File: config.mk
export PLATFORM = sky130hd
export DESIGN_NAME = ntg_back
export DESIGN_NICKNAME = d
export VERILOG_FILES = /design/src/hw/rtl/ntg_pkg.sv /design/src/hw/rtl/ntg_rem.sv /design/src/hw/rtl/ntg_back.sv
export SDC_FILE = /design/constraint.sdc
export NUM_CORES = 2
export LEC_CHECK = 0
export BUFFER_PORTS_ARGS = -buffer_cell sky130_fd_sc_hd__buf_4
export CAP_MARGIN = 20
export CORE_MARGIN = 2
export CORE_UTILIZATION = 45
export CTS_BUF_LIST = sky130_fd_sc_hd__clkbuf_8
export DETAILED_ROUTE_END_ITERATION = 7
export GPL_TIMING_DRIVEN = 0
export PLACE_DENSITY = 0.72
export SETUP_SLACK_MARGIN = 0.5
export SYNTH_ARGS = -nofsm -noshare
export SYNTH_HDL_FRONTEND = slang
export SYNTH_SLANG_ARGS = --single-unit
File: constraint.sdc
create_clock -name clk_i -period 9.74 [get_ports clk_i]
set_input_delay 0.487 -clock clk_i [delete_from_list [all_inputs] [get_ports clk_i]]
set_output_delay 0.487 -clock clk_i [all_outputs]
set_load 0.02 [all_outputs]
File: src/hw/rtl/ntg_pkg.sv
// ----------------------------------------------------------------------------
// NTT twiddle generator package
// Shared types, register indexes and reset values.
// ----------------------------------------------------------------------------
package ntg_pkg;

  typedef enum logic [2:0] {
    CFG_MODULUS = 3'd0,
    CFG_ROOT    = 3'd1,
    CFG_MONT    = 3'd2,
    CFG_QINV    = 3'd3,
    CFG_INV_N   = 3'd4
  } cfg_idx_e;

  typedef enum logic [2:0] {
    ST_IDLE,
    ST_NEXT,
    ST_MUL,
    ST_START,
    ST_WAIT,
    ST_QINV
  } back_state_e;

  typedef enum logic [1:0] {
    OP_ACC,
    OP_SQ,
    OP_MONT,
    OP_INVN
  } op_e;

  typedef struct packed {
    logic               done;
    logic signed [31:0] value;
  } rem_rsp_t;

  localparam logic [30:0] ModulusRst = 31'd8380417;
  localparam logic [30:0] RootRst    = 31'd1753;
  localparam logic [31:0] MontRst    = 32'hFFC01DFF;
  localparam logic [31:0] QinvRst    = 32'd58728449;
  localparam logic [31:0] InvNRst    = 32'd8347681;

endpackage

File: src/hw/rtl/ntg_rem.sv
// ----------------------------------------------------------------------------
// NTT twiddle generator remainder unit
// Bit-serial centered reduction of a signed 64-bit product by the modulus.
// ----------------------------------------------------------------------------
module ntg_rem import ntg_pkg::*; (
  input  logic               clk_i,
  input  logic               rst_ni,
  input  logic               start_i,
  input  logic signed [63:0] product_i,
  input  logic [30:0]        modulus_i,
  output rem_rsp_t           rsp_o
);

  logic [63:0]        mag_q;
  logic [31:0]        rem_q;
  logic               neg_q;
  logic               busy_q, done_q;
  logic [6:0]         cnt_q;
  logic [31:0]        rem_sh, rem_nx;
  logic signed [32:0] t, h, m, fix;

  assign rem_sh = {rem_q[30:0], mag_q[63]};
  assign rem_nx = (rem_sh >= {1'b0, modulus_i}) ? rem_sh - {1'b0, modulus_i} : rem_sh;

  always_ff @(posedge clk_i) begin
    if (start_i) begin
      mag_q <= product_i[63] ? 64'(-product_i) : product_i;
      neg_q <= product_i[63];
      rem_q <= 32'd0;
    end else if (busy_q) begin
      mag_q <= {mag_q[62:0], 1'b0};
      rem_q <= rem_nx;
    end
  end

  always_ff @(posedge clk_i or negedge rst_ni) begin
    if (!rst_ni) begin
      busy_q <= 1'b0;
      done_q <= 1'b0;
      cnt_q  <= 7'd0;
    end else begin
      done_q <= busy_q && (cnt_q == 7'd1);
      if (start_i) begin
        busy_q <= 1'b1;
        cnt_q  <= 7'd64;
      end else if (busy_q) begin
        cnt_q <= cnt_q - 7'd1;
        if (cnt_q == 7'd1) busy_q <= 1'b0;
      end
    end
  end

  always_comb begin
    m = $signed({2'b00, modulus_i});
    h = $signed({3'b000, modulus_i[30:1]});
    t = neg_q ? -$signed({1'b0, rem_q}) : $signed({1'b0, rem_q});
    if (t >= h)       fix = t - m;
    else if (t < -h)  fix = t + m;
    else              fix = t;
    rsp_o.done  = done_q;
    rsp_o.value = (modulus_i == 31'd0) ? 32'sd0 : fix[31:0];
  end

endmodule

File: src/hw/rtl/ntg_back.sv
// ----------------------------------------------------------------------------
// NTT twiddle generator back end
// Sequences square-and-multiply, scaling and the qinv product per item.
// ----------------------------------------------------------------------------
module ntg_back import ntg_pkg::*; #(
  parameter int EXPONENT_BITS = 9
) (
  input  logic                     clk_i,
  input  logic                     rst_ni,
  input  logic                     item_valid_i,
  input  logic [EXPONENT_BITS-1:0] item_exp_i,
  input  logic                     item_fin_i,
  output logic                     item_pop_o,
  input  logic [30:0]              modulus_i,
  input  logic [30:0]              root_i,
  input  logic [31:0]              mont_i,
  input  logic [31:0]              qinv_i,
  input  logic [31:0]              invn_i,
  output logic                     out_valid_o,
  input  logic                     out_ready_i,
  output logic [30:0]              zeta_o,
  output logic [31:0]              zeta_times_qinv_o
);

  back_state_e              state_q, state_d;
  op_e                      op_q, op_d;
  logic signed [31:0]       acc_q, acc_d, base_q, base_d;
  logic [EXPONENT_BITS-1:0] e_q, e_d;
  logic                     fin_q, fin_d, took_q, took_d;
  logic [1:0]               scnt_q, scnt_d;
  logic signed [63:0]       prod_q, prod_d;
  logic                     out_valid_q, out_valid_d;
  logic [30:0]              zeta_q, zeta_d;
  logic [31:0]              zq_q, zq_d;
  logic signed [31:0]       opa, opb;
  logic                     start, scale_more;
  rem_rsp_t                 rsp;

  ntg_rem u_rem (
    .clk_i     (clk_i),
    .rst_ni    (rst_ni),
    .start_i   (start),
    .product_i (prod_q),
    .modulus_i (modulus_i),
    .rsp_o     (rsp)
  );

  always_comb begin
    opa = (op_q == OP_SQ) ? base_q : acc_q;
    case (op_q)
      OP_MONT: opb = $signed(mont_i);
      OP_INVN: opb = $signed(invn_i);
      default: opb = base_q;
    endcase
  end

  assign scale_more = fin_q ? (scnt_q != 2'd3) : (scnt_q == 2'd0);

  always_comb begin
    state_d     = state_q;
    op_d        = op_q;
    acc_d       = acc_q;
    base_d      = base_q;
    e_d         = e_q;
    fin_d       = fin_q;
    took_d      = took_q;
    scnt_d      = scnt_q;
    prod_d      = prod_q;
    out_valid_d = out_valid_q && !out_ready_i;
    zeta_d      = zeta_q;
    zq_d        = zq_q;
    item_pop_o  = 1'b0;
    start       = 1'b0;
    unique case (state_q)
      ST_IDLE: begin
        if (item_valid_i) begin
          item_pop_o = 1'b1;
          acc_d      = 32'sd1;
          base_d     = $signed({1'b0, root_i});
          e_d        = item_exp_i;
          fin_d      = item_fin_i;
          took_d     = 1'b0;
          scnt_d     = 2'd0;
          state_d    = ST_NEXT;
        end
      end
      ST_NEXT: begin
        if (e_q != '0) begin
          op_d    = (e_q[0] && !took_q) ? OP_ACC : OP_SQ;
          state_d = ST_MUL;
        end else if (scale_more) begin
          op_d    = (scnt_q == 2'd2) ? OP_INVN : OP_MONT;
          state_d = ST_MUL;
        end else begin
          state_d = ST_QINV;
        end
      end
      ST_MUL: begin
        prod_d  = opa * opb;
        state_d = ST_START;
      end
      ST_START: begin
        start   = 1'b1;
        state_d = ST_WAIT;
      end
      ST_WAIT: begin
        if (rsp.done) begin
          case (op_q)
            OP_ACC: begin
              acc_d  = rsp.value;
              took_d = 1'b1;
            end
            OP_SQ: begin
              base_d = rsp.value;
              e_d    = e_q >> 1;
              took_d = 1'b0;
            end
            default: begin
              acc_d  = rsp.value;
              scnt_d = scnt_q + 2'd1;
            end
          endcase
          state_d = ST_NEXT;
        end
      end
      ST_QINV: begin
        if (!out_valid_q || out_ready_i) begin
          out_valid_d = 1'b1;
          zeta_d      = acc_q[30:0];
          zq_d        = 32'(acc_q * $signed(qinv_i));
          state_d     = ST_IDLE;
        end
      end
      default: state_d = ST_IDLE;
    endcase
  end

  always_ff @(posedge clk_i) begin
    op_q   <= op_d;
    acc_q  <= acc_d;
    base_q <= base_d;
    e_q    <= e_d;
    fin_q  <= fin_d;
    took_q <= took_d;
    scnt_q <= scnt_d;
    prod_q <= prod_d;
    zeta_q <= zeta_d;
    zq_q   <= zq_d;
  end

  always_ff @(posedge clk_i or negedge rst_ni) begin
    if (!rst_ni) begin
      state_q     <= ST_IDLE;
      out_valid_q <= 1'b0;
    end else begin
      state_q     <= state_d;
      out_valid_q <= out_valid_d;
    end
  end

  assign out_valid_o       = out_valid_q;
  assign zeta_o            = zeta_q;
  assign zeta_times_qinv_o = zq_q;

endmodule

; ---- Word level (Yosys, flattened, before mapping)
; Index checks and enable logic that the tools add are counted.
[classes]
addsub = 8
mul = 2
order_cmp = 3
n_eq_ne = 18
n_mux = 51
reduce_logical = 24
[ops]
columns = op, n
row1 = 32-bit two-way mux, 11
row2 = 64-bit two-way mux, 3
row3 = 32-bit case mux with 2 select lines, 3
row4 = 32-bit by 32-bit multiplier with 64-bit output, 1
row5 = 64-bit negator, 1
row6 = 33-bit by 31-bit >= comparator with 1-bit output, 1
row7 = 33-bit < comparator, 1
row8 = 33-bit two-way mux, 1
row9 = 30-bit negator with 33-bit output, 1
row10 = 32-bit negator with 33-bit output, 1
row11 = 32-bit adder, 1
row12 = 32-bit by 31-bit >= comparator with 1-bit output, 1
row13 = 32-bit by 32-bit multiplier with 32-bit output, 1
row14 = 32-bit by 31-bit subtractor with 32-bit output, 1
row15 = 32-bit subtractor, 1
row16 = 31-bit zero test, 1
row17 = 9-bit two-way mux, 3
row18 = 3-bit case mux with 6 select lines, 1
row19 = 9-bit case mux with 2 select lines, 1
row20 = 4-bit AND reduction, 4
row21 = 3-bit two-way mux, 5
row22 = 7-bit two-way mux, 2
row23 = 1-bit two-way mux, 13
row24 = 2-bit != test (second input constant), 6
row25 = other kinds (23), 41
[word_totals]
ff_bits = 316
input_bits = 172
out_inout_bits = 65
wordCells = 124

; ---- Logic depth before layout (Yosys ltp)
[logic_depth]
depth_word = 9
mapped_depth = 35

; ---- Modules after synthesis
; Synthesis repeated with hierarchy kept, for this count alone.
[unflattened]
cells_unflattened = 8062
area_unflattened_um2 = 73364.1
[modules_own_cells]
columns = module, instances, cells_per_inst, area_each_um2
row1 = ntg_back, 1, 6289, 59649.7
row2 = ntg_rem, 1, 1773, 13714.4

; ---- Worst setup path after synthesis
; No wires, ideal clock.
[synth_timing]
kind = flip-flop to flip-flop
from = register op_q[0]
to = register prod_q[63], data pin
setup_ps = 260
t_arrival_ps = 9420
t_required_ps = 9480
path_slack_ps = 60
path_stages_with_launch = 31
cell_sequence = edfxtp_1 -> clkbuf_1 -> nor2b_1 -> buf_1 -> buf_1 -> mux2i_1 -> nor2_1 -> fa_1 -> inv_1 -> fa_1 -> inv_1 -> fa_1 -> fa_1 -> inv_1 -> fa_1 -> inv_1 -> fa_1 -> inv_1 -> fa_1 -> inv_1 -> fa_1 -> ha_1 -> a21o_1 -> a21o_1 -> a21oi_1 -> or3b_2 -> o21ai_1 -> o21ai_0 -> a221o_1 -> a21oi_1 -> xnor2_1
[synth_via]
elab_chain_len = 3
word_cells_on_any_way = 6
[synth_lines]
columns = item, line_no
row1 = from (decl), ntg_back.sv:26  ; op_e op_q, op_d;
row2 = from (signal assigned), ntg_back.sv:139  ; op_q <= op_d;
row3 = 2-bit == test or 2-bit by 1-bit == test with 1-bit output (tied branches), "ntg_back.sv:50, ntg_back.sv:49"
row4 = 32-bit case mux with 2 select lines or 32-bit two-way mux (tied branches), "ntg_back.sv:50, ntg_back.sv:49"
row5 = 32-bit by 32-bit multiplier with 64-bit output *, ntg_back.sv:99  ; prod_d = opa * opb;
row6 = to (signal assigned), ntg_back.sv:146  ; prod_q <= prod_d;
row7 = to (decl), ntg_back.sv:31  ; logic signed [63:0] prod_q, prod_d;
; Mark *: on every way between the ends. The rest lies on a longest branch, timed or not.
; A chain may end at the register's enable or synchronous reset.

; ---- Worst setup path after layout
; Ends and elaborated chain as after synthesis.

==> flow_summary_export.csv <==
group,metric,value,unit
outcome,status,"finished, violations left",
outcome,violations,"design-rule violations",
synth,synthFlopType,"edfxtp_1",
placed_design,dpl_cell_area,0.0771,mm2
flow_run,cap_violations,0,
worst_setup_path,r2r-start,"op_q[0]$_DFFE_PP_",
global_routing,grt_pass1_wl,411,mm
clock_network,clockBufferDepth,3,
worst_hold_path,holdPathEnd,"base_q[1]$_DFFE_PP_",
floorplanning,core,0.159,mm2
synth,synth-warning-count,0,
timing,worst_slack,0.487,ns
clock_network,clk_pin_slew,0.06,ns
synth,netlist_area,0.0722,mm2
drt,antenna_left,0,
worst_setup_path,worst_ep_required_time,10.18,ns
clock_network,cts_root_buf,"clkbuf_8",
finish,fin_area,0.0837,mm2
synth,synth_cells,7883,
synth,ys_async_sr_fraction,4.11,%
floorplanning,fp.dieH,405,um
clock_network,cts_buffers,54,
synth,ys_seq_elements,316,
finish,multi_input_area,0.0576,mm2
worst_hold_path,min_path_cells,2,
synth,syn_area_per_cell,9.16,um2
drt,vias,61200,
drt,wl_met3,38.6,mm
worst_setup_path,critical_path.slowest_cell,"fa_2",
synth,yosysTopAreaCell,"fa_1",
finish,register_area,0.00910,mm2
timing,period_needed,9.25,ns
floorplanning,initial_core_util,45.4,%
timing,hold_violations,0,
drt,drt-wirelength-per-cell,26.9,um
timing,worst_slew_pin_slew,1.14,ns
floorplanning,fp.dieArea,0.164,mm2
finish,layout.nets,10600,
synth,syn_nets,10000,
worst_setup_path,max_stage_delay,0.60,ns
timing,drv_slew,0,
finish,fin_cells,10600,
drt,avgViaCountPerCell,5.80,
floorplanning,rows,146,
worst_setup_path,start_kind,"register",
timing,clock.fmax,108,MHz
timing,grt_setup_unrepaired,"true",
worst_setup_path,worst_setup_path_end_kind,"register",
clock_network,insertion_delay,0.80,ns
global_routing,grt_max_degree,65,
clock_network,cts_tree,"done",
synth,synth_top_area_share,41.4,%
global_routing,grt_pass1_vias,62100,
placed_design,dp_hpwl,234,mm
finish,drive_gt1_share,13.5,%
placed_design,dp_cells,10200,
drt,drt_iter0_drc,7237,
worst_setup_path,arrival,9.70,ns
drt,wl_met1,106,mm
timing,holdWs,0.0659,ns
synth,synth_edf_count,271,
worst_setup_path,reg2regPathDepth,29,
floorplanning,pin_count,237,
placed_design,place_ws,-2.77,ns
worst_setup_path,rr_endpoint,"prod_q[63]$_DFFE_PP_",
drt,topRoutingLayerUsed,"met5",
global_routing,grt_usage,34.6,%
clock_network,htreeDepth,2,
timing,setup_viol,0,
worst_hold_path,hold_path_class,"input pin to register",
worst_setup_path,rrSetupSlack,0.49,ns
drt,met2_length,119,mm
worst_setup_path,cp_max_fo,10,
synth,yosys-top-cells-area,"fa_1 (41%), edfxtp_1 (11%), ha_1 (8.6%)",
placed_design,portBuffers,225,
drt,drc,115,
drt,first_pass_iters,8,
drt,wl,284,mm
placed_design,gp_congestion,1.11,
finish,nFillCells,14200,
finish,area_delta_synth_final,16.0,%
timing,clock_skew,0.0889,ns
global_routing,antenna_found_initial,9,
synth,yosysUniqueCellTypes,98,
global_routing,gr-total-overflow,0,
worst_setup_path,worstSetupPathType,"register to register",
floorplanning,die_x,405,um
clock_network,cts_sinks,316,
timing,period_share,95.0,%
synth,ys_seq_area_share,12.6,%
timing,slew_headroom,23.3,%
worst_hold_path,min-delay-start,"root_i[1]",
logic make-up after synthesis:
family	share of synthesized area (%)
and+or+nand+nor	13.4
adders and majority gates	50.0
muxes	1.80
buffers and inverters	10.2
AOI/OAI and AO/OA	8.08
DFF	12.6
xor gates and xnor gates	3.89
cells in the mapped netlist, drive strengths merged (27+ instances only):
library cell  number
o21a              28
nor2             712
dfxtp             32
a21oi            234
nand3             53
inv             1588
fa              1493
buf               36
xor2             115
a211oi            29
nand2           1106
and2             152
nand4             27
a21o             125
o21ai            244
o31ai             43
clkbuf           325
edfxtp           271
mux2i             93
xnor2            205
ha               497
mux2              33
nand2b            46
o21bai            30
nor3              48
worst max-delay path: cells and delay by family (launching register included):
family | cells | cell delay, ns
fa+ha+maj | 9 | 4.51
compound gates | 10 | 2.10
buf+inv | 6 | 0.89
simple gates | 2 | 0.51
flops | 1 | 0.43
mux | 1 | 0.29
xor+xnor | 1 | 0.16
flip-flops by register name, indices dropped and copies added (netlist names):
name               cells
u_rem.rem_q           32
state_q                3
scnt_q                 2
fin_q                  1
u_rem.cnt_q            7
u_rem.busy_q           1
e_q                    9
out_valid_o            1
u_rem.neg_q            1
zeta_o                31
zeta_times_qinv_o     32
took_q                 1
u_rem.done_q           1
base_q                32
prod_q                64
op_q                   2
acc_q                 32
u_rem.mag_q           64
worst max-delay path by stage:
| stage | cells past startpoint | from | endpoint | slack [ns] |
|---|---|---|---|---|
| after global routing | 32 | op_q[0]$_DFFE_PP_ | prod_q[58]$_DFFE_PP_ | 0.40 |
| after global placement | 33 | op_q[0]$_DFFE_PP_ | prod_q[63]$_DFFE_PP_ | -3.56 |
| after detailed placement | 33 | op_q[0]$_DFFE_PP_ | prod_q[63]$_DFFE_PP_ | -2.77 |
| after CTS | 31 | op_q[0]$_DFFE_PP_ | prod_q[63]$_DFFE_PP_ | 0.37 |
| after floorplan | 31 | op_q[0]$_DFFE_PP_ | prod_q[63]$_DFFE_PP_ | 0.63 |
| final | 29 | op_q[0]$_DFFE_PP_ | prod_q[63]$_DFFE_PP_ | 0.49 |
repair_timing:
action	CTS	global route
hold endpoints to repair	25	0
setup buffers	83	121
hold buffers	13	0
cloned	5	4
resized for setup	695	337
setup endpoints to repair	51	20
pin swaps	45	165
cell type report:
type	count	share of cell area, %
Sequential cell	316	10.9
Clock buffer	54	0.888
Tap cell	2072	3.10
Antenna cell	8	0.0239
Timing Repair Buffer	490	5.21
Clock inverter	48	0.498
Multi-Input combinational cell	5617	68.8
Buffer	361	3.42
Inverter	1589	7.16
metal layers:
metal | vias up | global-route usage [%]
li1 | 25400 | -
met1 | 30800 | 45.3
met2 | 4087 | 50.7
met3 | 974 | 11.6
met4 | 11 | 18.6
met5 | - | 0.892
cells in the final DEF, fill, tap and decap left out, types with 193 or more instances in the layout:
cell type,count
a21oi_1,193
buf_4,422
edfxtp_1,271
fa_1,1417
ha_1,470
inv_1,1581
nand2_1,1097
nor2_1,690
o21ai_0,209
xnor2_1,201
metrics by stage:
stage | setup TNS, ns | util (%)
final | 0 | 52.7
after global routing | 0 | 52.7
after CTS | 0 | 51.4
after detailed placement | -62.49 | 48.5
after global placement | -97.82 | 48.1
after floorplan | 0 | -
Power is not shown: default switching activity piles up to over one toggle a cycle in this logic, so the estimate is an artifact.
