--- src/hw/rtl/ntg_pkg.sv ---
// ----------------------------------------------------------------------------
// NTT twiddle generator package
// Shared types, register indexes and reset values.
// ----------------------------------------------------------------------------
package ntg_pkg;

  typedef enum logic [2:0] {
    CFG_MODULUS = 3'd0,
    CFG_ROOT    = 3'd1,
    CFG_MONT    = 3'd2,
    CFG_QINV    = 3'd3,
    CFG_INV_N   = 3'd4
  } cfg_idx_e;

  typedef enum logic [2:0] {
    ST_IDLE,
    ST_NEXT,
    ST_MUL,
    ST_START,
    ST_WAIT,
    ST_QINV
  } back_state_e;

  typedef enum logic [1:0] {
    OP_ACC,
    OP_SQ,
    OP_MONT,
    OP_INVN
  } op_e;

  typedef struct packed {
    logic               done;
    logic signed [31:0] value;
  } rem_rsp_t;

  localparam logic [30:0] ModulusRst = 31'd8380417;
  localparam logic [30:0] RootRst    = 31'd1753;
  localparam logic [31:0] MontRst    = 32'hFFC01DFF;
  localparam logic [31:0] QinvRst    = 32'd58728449;
  localparam logic [31:0] InvNRst    = 32'd8347681;

endpackage

--- src/hw/rtl/ntg_front.sv ---
// ----------------------------------------------------------------------------
// NTT twiddle generator front end
// Accepts request beats into a two-entry queue for the back end.
// ----------------------------------------------------------------------------
module ntg_front import ntg_pkg::*; #(
  parameter int EXPONENT_BITS = 9
) (
  input  logic                     clk_i,
  input  logic                     rst_ni,
  input  logic                     in_valid_i,
  output logic                     in_ready_o,
  input  logic [EXPONENT_BITS-1:0] exponent_i,
  input  logic                     final_scale_i,
  output logic                     item_valid_o,
  output logic [EXPONENT_BITS-1:0] item_exp_o,
  output logic                     item_fin_o,
  input  logic                     item_pop_i
);

  logic [EXPONENT_BITS-1:0] exp_q [2];
  logic                     fin_q [2];
  logic                     wr_ptr_q, rd_ptr_q;
  logic [1:0]               cnt_q;
  logic                     push, pop;

  assign in_ready_o   = (cnt_q != 2'd2);
  assign push         = in_valid_i && in_ready_o;
  assign pop          = item_pop_i && item_valid_o;
  assign item_valid_o = (cnt_q != 2'd0);
  assign item_exp_o   = exp_q[rd_ptr_q];
  assign item_fin_o   = fin_q[rd_ptr_q];

  always_ff @(posedge clk_i) begin
    if (push) begin
      exp_q[wr_ptr_q] <= exponent_i;
      fin_q[wr_ptr_q] <= final_scale_i;
    end
  end

  always_ff @(posedge clk_i or negedge rst_ni) begin
    if (!rst_ni) begin
      wr_ptr_q <= 1'b0;
      rd_ptr_q <= 1'b0;
      cnt_q    <= 2'd0;
    end else begin
      if (push) wr_ptr_q <= ~wr_ptr_q;
      if (pop)  rd_ptr_q <= ~rd_ptr_q;
      if (push && !pop)      cnt_q <= cnt_q + 2'd1;
      else if (pop && !push) cnt_q <= cnt_q - 2'd1;
    end
  end

endmodule

--- config.mk ---
export PLATFORM = sky130hd
export DESIGN_NAME = ntg_front
export DESIGN_NICKNAME = d
export VERILOG_FILES = /design/src/hw/rtl/ntg_pkg.sv /design/src/hw/rtl/ntg_front.sv
export SDC_FILE = /design/constraint.sdc
export NUM_CORES = 1
export LEC_CHECK = 0
export BUFFER_PORTS_ARGS = -buffer_cell sky130_fd_sc_hd__buf_2
export CAP_MARGIN = 20
export CORE_MARGIN = 4
export CORE_UTILIZATION = 53
export CTS_CLUSTER_SIZE = 25
export DETAILED_ROUTE_END_ITERATION = 16
export GPL_ROUTABILITY_DRIVEN = 0
export GPL_TIMING_DRIVEN = 0
export PLACE_DENSITY = 0.81
export REMOVE_ABC_BUFFERS = 1
export SLEW_MARGIN = 20
export SYNTH_ARGS = -nofsm -noshare
export SYNTH_HDL_FRONTEND = slang
export SYNTH_SLANG_ARGS = --single-unit
--- constraint.sdc ---
create_clock -name clk_i -period 4.4 [get_ports clk_i]
set_input_delay 0 -clock clk_i [delete_from_list [all_inputs] [get_ports clk_i]]
set_output_delay 0 -clock clk_i [all_outputs]
set_load 0.1 [all_outputs]
# [Word-level counts from Yosys, hierarchy flattened]
# Memories as Yosys holds them, arrays and structs flattened.
# Cells that the tools add are included.
[word_totals] regBits=4 latch_bits=0 ramBits=20 mem_bits_ro=0 inputBits=14 output_inout_bits=12 wordCells=22 mem_count=2
[classes] add_sub_neg=2 mul=0 div=0 order_cmp=0 n_eq_ne=1 shift=0 mux=4 bitwise_logic=2 n_reduce_logical=8
[memory_table] name="exp_q" depth=2 width=9 rd=1 rd_clocked_by_memory_dff=0 wr=1 line_no="ntg_front.sv:20" source="logic [EXPONENT_BITS-1:0] exp_q [2];"
[memory_table] name="fin_q" depth=2 width=1 rd=1 rd_clocked_by_memory_dff=0 wr=1 line_no="ntg_front.sv:21" source="logic fin_q [2];"
[op_table] cell="$logic_and A1 B1 Y1" count=4
[op_table] cell="$mux W2" count=2
[op_table] cell="$reduce_bool A2 Y1" count=2
[op_table] cell="$add A2 B1 Y2 const B" count=1
[op_table] cell="$logic_not A1 Y1" count=2
[op_table] cell="$mux W1" count=2
[op_table] cell="$ne A2 B2 Y1 const B" count=1
[op_table] cell="$not A1 Y1" count=2
[op_table] cell="$sub A2 B1 Y2 const B" count=1

# [Depth between registers and ports, before layout]
# Gate-level depths: netlist (run 1).
[depth] depth_word=6 ltp_mapped=7 ltp_nobuf=7

# [Worst setup path after synthesis (run 1)]
# No wires, ideal clock.
[synth_path] path_kind="register to register" startpoint="register cnt_q[0]" endpoint="memory exp_q[0][0] (enable)" setup_ns=0.376 arrival_ns=1.349 required_ns=4.024 slack_ns=2.674 path_stages_with_launch=4 n_path_buf=0 synth_period_minus_slack_ns=1.726 cell_sequence="dfrtp_1 -> nand2b_4 -> nand2_1 -> nor2_1"
[synth_between] elab_chain_cells=4
[synth_lines] element="start, declared" line_no="ntg_front.sv:23" source="logic [1:0] cnt_q;"
[synth_lines] element="start signal, assigned" line_no="ntg_front.sv:48" source="if (push && !pop) cnt_q <= cnt_q + 2'd1;"
[synth_lines] element="start signal, assigned" line_no="ntg_front.sv:49" source="else if (pop && !push) cnt_q <= cnt_q - 2'd1;"
[synth_lines] element="$ne A2 B2 Y1" line_no="ntg_front.sv:26" source="assign in_ready_o = (cnt_q != 2'd2);"
[synth_lines] element="via in_ready_o" line_no="ntg_front.sv:11" source="output logic in_ready_o,"
[synth_lines] element="$logic_and A1 B1 Y1" line_no="ntg_front.sv:27" source="assign push = in_valid_i && in_ready_o;"
[synth_lines] element="$mux W1" line_no="ntg_front.sv:34" source="if (push) begin"
[synth_lines] element="$mux W1 (not written as such)" line_no="ntg_front.sv:35" source="exp_q[wr_ptr_q] <= exponent_i;"
[synth_lines] element="end, declared" line_no="ntg_front.sv:20"
# The timed path passes the listed nets, and every way through them passes these cells.

# [Final worst setup path (run 1)]
[layout_path] startpoint="register cnt_q[0]" endpoint="memory exp_q[0][4] (enable)"
[layout_between] elab_chain_cells=4
[layout_lines] element="$ne A2 B2 Y1" line_no="ntg_front.sv:26"
[layout_lines] element="$logic_and A1 B1 Y1" line_no="ntg_front.sv:27"
[layout_lines] element="$mux W1" line_no="ntg_front.sv:34"
[layout_lines] element="$mux W1 (not written as such)" line_no="ntg_front.sv:35"
# Every way passes these cells.

==> results of run 1 <==
-- synthesized netlist by cell type --
library cell,n
nand2_1,1
or2_4,1
nand2b_4,1
nor2_1,2
dfrtp_1,4
buf_4,1
xnor2_1,3
xor2_1,2
ha_1,1
mux2_2,10
inv_1,1
edfxtp_1,20
nand2_4,1
and3_1,1
-- state kept, by name (all words and copies together) (netlist names) --
name,cells
cnt_q,2
rd_ptr_q,1
exp_q,18
wr_ptr_q,1
fin_q,2
-- through the flow --
stage,setup WS [ps],cell area [um^2]
detailed placement,2710,1070
global route,2570,1230
CTS,2690,1230
global placement,2730,1070
finish,2720,1230
floorplan,2670,925
-- cell families after synthesis --
| group | count (synthesis) | synth area share (%) |
|---|---|---|
| XOR/XNOR | 5 | 4.70 |
| flip-flops | 24 | 75.2 |
| adder cells (fa/ha/maj) | 1 | 1.34 |
| multiplexers | 10 | 12.1 |
| AND/OR/NAND/NOR | 7 | 5.50 |
| buffers and inverters | 2 | 1.21 |
-- what timing repair did --
| action | in CTS | in global routing |
|---|---|---|
| hold buffers | 13 | 0 |
| hold endpoints to repair | 26 | 0 |
| gates resized for setup | 0 | 0 |
-- path summary, 6_finish.rpt --
check | depth (start not counted) | from | slack [ps] | end
setup / recovery | 3 | cnt_q[0] | 2720 | exp_q[0][4]
hold / removal | 2 | rst_ni | 20 | wr_ptr_q
setup reg to reg | 3 | cnt_q[0] | 2720 | exp_q[0][4]
hold reg to reg | 1 | wr_ptr_q | 500 | wr_ptr_q
max in group asynchronous | 2 | rst_ni | 4260 | rd_ptr_q
min in group clk_i | 2 | exponent_i[6] | 410 | exp_q[1][6]
-- cell usage in the layout (no fill, tap or decap) --
cell           instances
mux2_2                10
inv_1                  1
nand2_4                1
xnor2_1                3
clkbuf_1               1
clkbuf_4               3
nor2_1                 2
xor2_1                 2
nand2_1                1
ha_1                   1
buf_2                 25
and3_1                 1
dfrtp_1                4
or2_4                  1
edfxtp_1              20
nand2b_4               1
dlygate4sd3_1         13
-- layer usage --
layer  up-vias  share of wire, %  routed length (um)
li1        264                 -                   -
met1       252                39                 564
met2        13                56                 810
met3         2               4.9                  72
met4         0              0.62                   9
met5         -                 0                   0
-- layout make-up --
class	count	area (um^2)
inverters	1	3.75
flip-flops and latches	24	701
fillers	101	350
multi-input cells	23	220
well taps	16	20.0
clock buffers	4	26.3
repair buffers	38	255
-- critical path, cell delays in order, from the launching register on --
cell,delay [ps]
dfrtp_1,440
nand2b_4,170
nand2_1,90
nor2_1,620
==> results.json, run 1 <==
{
  "fmax_mhz": 594,
  "die_w_um": 49.9,
  "drtAntennaViolNets": 0,
  "clockBufferDepth": 2,
  "cap_violations": 0,
  "hold_violations": 0,
  "tightest_slew_ps": 803,
  "syn_area_um2": 932,
  "cts_tree": "built",
  "grt_pass1_wl_um": 2460,
  "vias_per_cell": 5.01,
  "yosysSeqAreaShare_pct": 75.2,
  "syn_avg_cell_area_um2": 19.0,
  "io_pins": 26,
  "clkSinkCount": 24,
  "numCtsBuffers": 3,
  "top_usage_layer": "met2",
  "crit_type": "flop to flop",
  "overflow": 0,
  "status": "complete, no violations",
  "fin_cells": 106,
  "dr_total_vias": 531,
  "hold_path.class": "input port to asynchronous set/reset pin",
  "route.detailed.drc": 0,
  "grt_pass1_vias": 561,
  "use_met2_pct": 24.9,
  "grtUsageMet1_pct": 14.0,
  "start_util_pct": 59.1,
  "nets": 106,
  "clock_latency_ps": 300,
  "timing.hold.ws_ps": 23.6,
  "die-area_um2": 2490,
  "yosys_warnings": 0,
  "drive_gt1_share_pct": 45.6,
  "fin_crit_sh_pct": 38.2,
  "startpoint_type": "flop",
  "grt_antenna_before_repair": 0,
  "cp.arrival_ps": 1620,
  "ys_ff_latch": 24,
  "critPathCaptureType": "flop",
  "setup_violations": 0,
  "rows": 14,
  "detail_route.wl_per_cell_um": 13.7,
  "place_hpwl_um": 975,
  "drt-total-wl_um": 1460,
  "slew_headroom_pct": 46.3,
  "h-tree-depth": 1,
  "io_buffers": 25,
  "met3_usage_pct": 3.01,
  "core_area_um2": 1580,
  "drt_first_pass_iters": 4,
  "track_usage_pct": 13.3,
  "postLayoutCoreUtil_pct": 77.8,
  "fin_tns_setup_ps": 0,
  "slew_violations": 0,
  "worstPathRequired_ps": 4340,
  "post-cts-setup-buffers": 0,
  "first_iter_violations": 4,
  "chipHeight_um": 49.9,
  "clk_pin_slew_ps": 110,
  "syn_inst": 49,
  "critPathMaxFanout": 10,
  "post-route-min-period_ps": 1680,
  "synth_top_area_share_pct": 64.4,
  "ys_types": 14,
  "root_buffer": "clkbuf_4",
  "finClkSkew_ps": 4.47,
  "dp.cells": 89,
  "diodes": 0,
  "rsz0062_at_grt": "no",
  "syn_to_final_growth_pct": 31.5,
  "synth_top_area_cell": "edfxtp_1",
  "grt_max_degree": 14,
  "netlist_top_cells_area": "edfxtp_1 64%, mux2_2 12%, dfrtp_1 11%"
}
Power of run 1 is not shown: default switching activity piles up to over one toggle a cycle in this logic, so the estimate is an artifact.
==> inputs of run 2 (changes only) <==
--- a/config.mk
+++ b/config.mk
@@ -8,12 +8,12 @@
 export BUFFER_PORTS_ARGS = -buffer_cell sky130_fd_sc_hd__buf_2
 export CAP_MARGIN = 20
 export CORE_MARGIN = 4
-export CORE_UTILIZATION = 53
+export CORE_UTILIZATION = 49
 export CTS_CLUSTER_SIZE = 25
 export DETAILED_ROUTE_END_ITERATION = 16
 export GPL_ROUTABILITY_DRIVEN = 0
 export GPL_TIMING_DRIVEN = 0
-export PLACE_DENSITY = 0.81
+export PLACE_DENSITY = 0.76
 export REMOVE_ABC_BUFFERS = 1
 export SLEW_MARGIN = 20
 export SYNTH_ARGS = -nofsm -noshare
==> constraint.sdc (replaced) <==
create_clock -name clk_i -period 1.6 [get_ports clk_i]
set_input_delay 0 -clock clk_i [delete_from_list [all_inputs] [get_ports clk_i]]
set_output_delay 0 -clock clk_i [all_outputs]
set_load 0.1 [all_outputs]
==> results.json, run 2 (synthesis results as in run 1) <==
{
  "drt_first_pass_iters": 3,
  "r2r_slack_ps": 90,
  "rsz0062_at_grt": "no",
  "start_util_pct": 52.8,
  "nets": 108,
  "slew_violations": 0,
  "post-route-min-period_ps": 1520,
  "core_area_um2": 1760,
  "reg_top3": "exp_q: 18 flops, cnt_q: 2 flops, fin_q: 2 flops",
  "drt-total-wl_um": 1540,
  "clk_pin_slew_ps": 120,
  "met1Wirelength_um": 606,
  "final_area_um2": 1290,
  "status": "complete, no violations",
  "critPathCaptureType": "output pin",
  "grt_max_degree": 15,
  "grt_pass1_vias": 573,
  "tightest_slew_ps": 533,
  "syn_to_final_growth_pct": 38.5,
  "die_w_um": 51.6,
  "vias_per_cell": 4.73,
  "rows": 15,
  "drive_gt1_share_pct": 52.2,
  "setup_violations": 0,
  "dr_wl_met3_um": 51,
  "fmax_mhz": 657,
  "chipHeight_um": 51.6,
  "grt_pass1_wl_um": 2520,
  "mostFrequentLayoutCell": "buf_2",
  "root_buffer": "clkbuf_4",
  "detail_route.wl_per_cell_um": 13.2,
  "dr_total_vias": 553,
  "numCtsBuffers": 3,
  "clkSinkCount": 24,
  "cts_tree": "built",
  "place_hpwl_um": 938,
  "clock_latency_ps": 310,
  "h-tree-depth": 1,
  "route.detailed.drc": 0,
  "die-area_um2": 2660,
  "slew_headroom_pct": 64.4,
  "startpoint_type": "flop",
  "layout_common_cells": "25 x buf_2, 20 x edfxtp_1, 14 x dlygate4sd3_1",
  "crit_type": "flop to output pin",
  "finClkSkew_ps": 4.54,
  "overflow": 0,
  "hold_path.class": "input port to flop",
  "io_pins": 26,
  "place_area_um2": 1080,
  "io_buffers": 25,
  "wl_met2_um": 851,
  "fin_tns_setup_ps": 0,
  "cp.arrival_ps": 1520,
  "fin_crit_sh_pct": 95.1,
  "drtAntennaViolNets": 0,
  "track_usage_pct": 13.6,
  "worstPathRequired_ps": 1600,
  "grt_antenna_before_repair": 0,
  "diodes": 0,
  "first_iter_violations": 1,
  "top_register": "exp_q",
  "top_layer_used": "met4",
  "clockBufferDepth": 2,
  "cap_violations": 0,
  "critPathMaxFanout": 11,
  "hold_violations": 0,
  "largest_register_ffs": 18
}
==> run 2: cell types whose count changed in the layout (fill, tap and decap cells not counted), moves of 2 or more <==
cell / delta
nor2_1: -2
nor2_2: +2
dfrtp_2: +2
dfrtp_1: -2
==> run 2: worst max-delay path, cell delays in order, from the launching register on <==
cell and delay, ps:
dfrtp_2 530, mux2_2 260, buf_2 420
==> run 2: path summary, 6_finish.rpt <==
kind                                from         end  depth (start not counted)
setup / recovery                rd_ptr_q  item_fin_o                          2
hold / removal             final_scale_i    fin_q[1]                          2
setup reg to reg                cnt_q[0]    cnt_q[1]                          6
hold reg to reg                 cnt_q[0]    cnt_q[0]                          1
max in group asynchronous         rst_ni    rd_ptr_q                          3
min in group asynchronous         rst_ni    wr_ptr_q                          3
==> run 2: metal layers <==
metal | GRT usage, % | vias up
li1 | - | 263
met1 | 13.6 | 269
met2 | 25.6 | 17
met3 | 2.58 | 4
met4 | 7.86 | 0
met5 | 0 | -
==> run 2: timing repair <==
| item | in CTS | in global routing |
|---|---|---|
| gates resized for setup | 2 | 3 |
| hold endpoints to repair | 26 | 0 |
| buffers inserted | 0 | 1 |
| hold buffers | 14 | 0 |
| endpoints found under the setup margin | 20 | 8 |
==> run 2: cell type report <==
cell class              count  area, um^2
clock inverters             1        30.0
well taps                  25        31.3
flip-flops and latches     24         703
inverters                   1        3.75
repair buffers             40         273
multi-input cells          23         228
clock buffers               3        22.5
fillers                   139         473
==> run 2: per-stage QoR <==
| step | setup WS (ps) | cells | hold WS (ps) | util (%) |
|---|---|---|---|---|
| 6_report | 77.7 | 117 | 402 | 73.2 |
| 5_1_grt | 2.30 | 117 | 398 | 73.2 |
| 4_1_cts | 52.3 | 116 | 391 | 72.4 |
| 3_5_place_dp | -159 | 98 | -189 | 61.3 |
| 3_3_place_gp | -87.9 | 98 | -189 | 61.3 |
| 2_1_floorplan | -126 | 48 | -296 | - |
Power of run 2 is left out for the same reason.
==> inputs of run 3 (changes only) <==
--- a/config.mk
+++ b/config.mk
@@ -13,7 +13,7 @@
 export DETAILED_ROUTE_END_ITERATION = 16
 export GPL_ROUTABILITY_DRIVEN = 0
 export GPL_TIMING_DRIVEN = 0
-export PLACE_DENSITY = 0.76
+export PLACE_DENSITY = 0.74
 export REMOVE_ABC_BUFFERS = 1
 export SLEW_MARGIN = 20
 export SYNTH_ARGS = -nofsm -noshare
==> results.json, run 3 (synthesis results as in run 1) <==
{
  "rows": 15,
  "fin_crit_sh_pct": 93.7,
  "critPathMaxFanout": 11,
  "fin_cells": 114,
  "route.detailed.drc": 0,
  "place_area_um2": 1080,
  "largest_register_ffs": 18,
  "start_util_pct": 52.8,
  "post-route-min-period_ps": 1500,
  "vias_per_cell": 4.57,
  "track_usage_pct": 12.2,
  "core_area_um2": 1760,
  "drt-total-wl_um": 1380,
  "place_hpwl_um": 891,
  "cap_violations": 0,
  "drive_gt1_share_pct": 49.4,
  "mostFrequentLayoutCell": "buf_2",
  "hold_violations": 0,
  "ff2ff_path_depth": 6,
  "h-tree-depth": 1,
  "r2r_slack_ps": 130,
  "fillers": 137,
  "overflow": 0,
  "dr_total_vias": 521,
  "status": "complete, no violations",
  "tightest_slew_ps": 504,
  "timing.hold.ws_ps": 25.4,
  "cp.arrival_ps": 1500,
  "drtAntennaViolNets": 0,
  "grt_antenna_before_repair": 0,
  "setup_violations": 0,
  "clockBufferDepth": 2,
  "grt_pass1_wl_um": 2370,
  "finClkSkew_ps": 5.30,
  "postLayoutCoreUtil_pct": 71.3,
  "critPathCaptureType": "output pin",
  "nets": 105,
  "grt_max_degree": 15,
  "top_register": "exp_q",
  "io_buffers": 25,
  "clkSinkCount": 24,
  "clock_latency_ps": 300,
  "rsz0062_at_grt": "no",
  "worstPathRequired_ps": 1600,
  "slew_headroom_pct": 66.3,
  "clk_pin_slew_ps": 120,
  "reg2reg_from": "cnt_q[0]",
  "first_iter_violations": 6,
  "hold_path.class": "input port to asynchronous set/reset pin",
  "io_pins": 26,
  "reg_top3": "exp_q: 18 flops, cnt_q: 2 flops, fin_q: 2 flops",
  "fmax_mhz": 667,
  "die_w_um": 51.6,
  "startpoint_type": "flop",
  "cts_tree": "built",
  "final_area_um2": 1260,
  "drt_first_pass_iters": 2,
  "root_buffer": "clkbuf_4",
  "layout_common_cells": "25 x buf_2, 20 x edfxtp_1, 12 x dlygate4sd3_1",
  "post-cts-setup-buffers": 0,
  "dp.cells": 98,
  "grt_pass1_vias": 582,
  "numCtsBuffers": 3,
  "diodes": 0,
  "syn_to_final_growth_pct": 34.9,
  "rr_endpoint": "cnt_q[1]",
  "die-area_um2": 2660,
  "detail_route.wl_per_cell_um": 12.1,
  "crit_type": "flop to output pin",
  "slew_violations": 0,
  "chipHeight_um": 51.6
}
## run 3: layer usage
metal	track usage, %	vias to the layer above	part of all wire (%)
met2	24.2	15	52
met3	3.44	0	6.6
li1	-	257	-
met1	11.8	249	42
met4	3.93	0	0
met5	0	-	0
## run 3: worst max-delay path by stage
stage,start,end,cells past startpoint
2_1_floorplan,cnt_q[0],exp_q[0][0],3
4_1_cts,rd_ptr_q,item_exp_o[6],2
3_5_place_dp,cnt_q[0],exp_q[0][3],3
5_1_grt,cnt_q[0],cnt_q[1],6
3_3_place_gp,cnt_q[0],exp_q[0][2],3
6_report,rd_ptr_q,item_exp_o[6],2
## run 3: area by class of cell
cell class,count,area (um^2),share of cell area (%)
Clock buffer,3,22.5,1.79
Tap cell,25,31.3,2.49
Clock inverter,1,30.0,2.39
Inverter,1,3.75,0.299
Sequential cell,24,702,55.8
Multi-Input combinational cell,23,223,17.7
Timing Repair Buffer,37,245,19.5
## run 3: metrics by stage
stage / setup slack (ps) / TNS [ps]
2_1_floorplan: -126 / -1260
3_3_place_gp: -88.6 / -883
5_1_grt: 5.65 / 0
6_report: 100 / 0
3_5_place_dp: -112 / -1120
4_1_cts: 75.3 / 0
## run 3: timing repair
item,in CTS,in global routing
hold buffers,12,0
setup endpoints to repair,20,0
endpoints found under the hold margin,25,0
resized for setup,2,0
## run 3: worst max-delay path, cell delays in order, from the launching register on
cell     delay (ps)
dfrtp_2         530
mux2_2          260
buf_2           420
Power of run 3 is left out for the same reason.
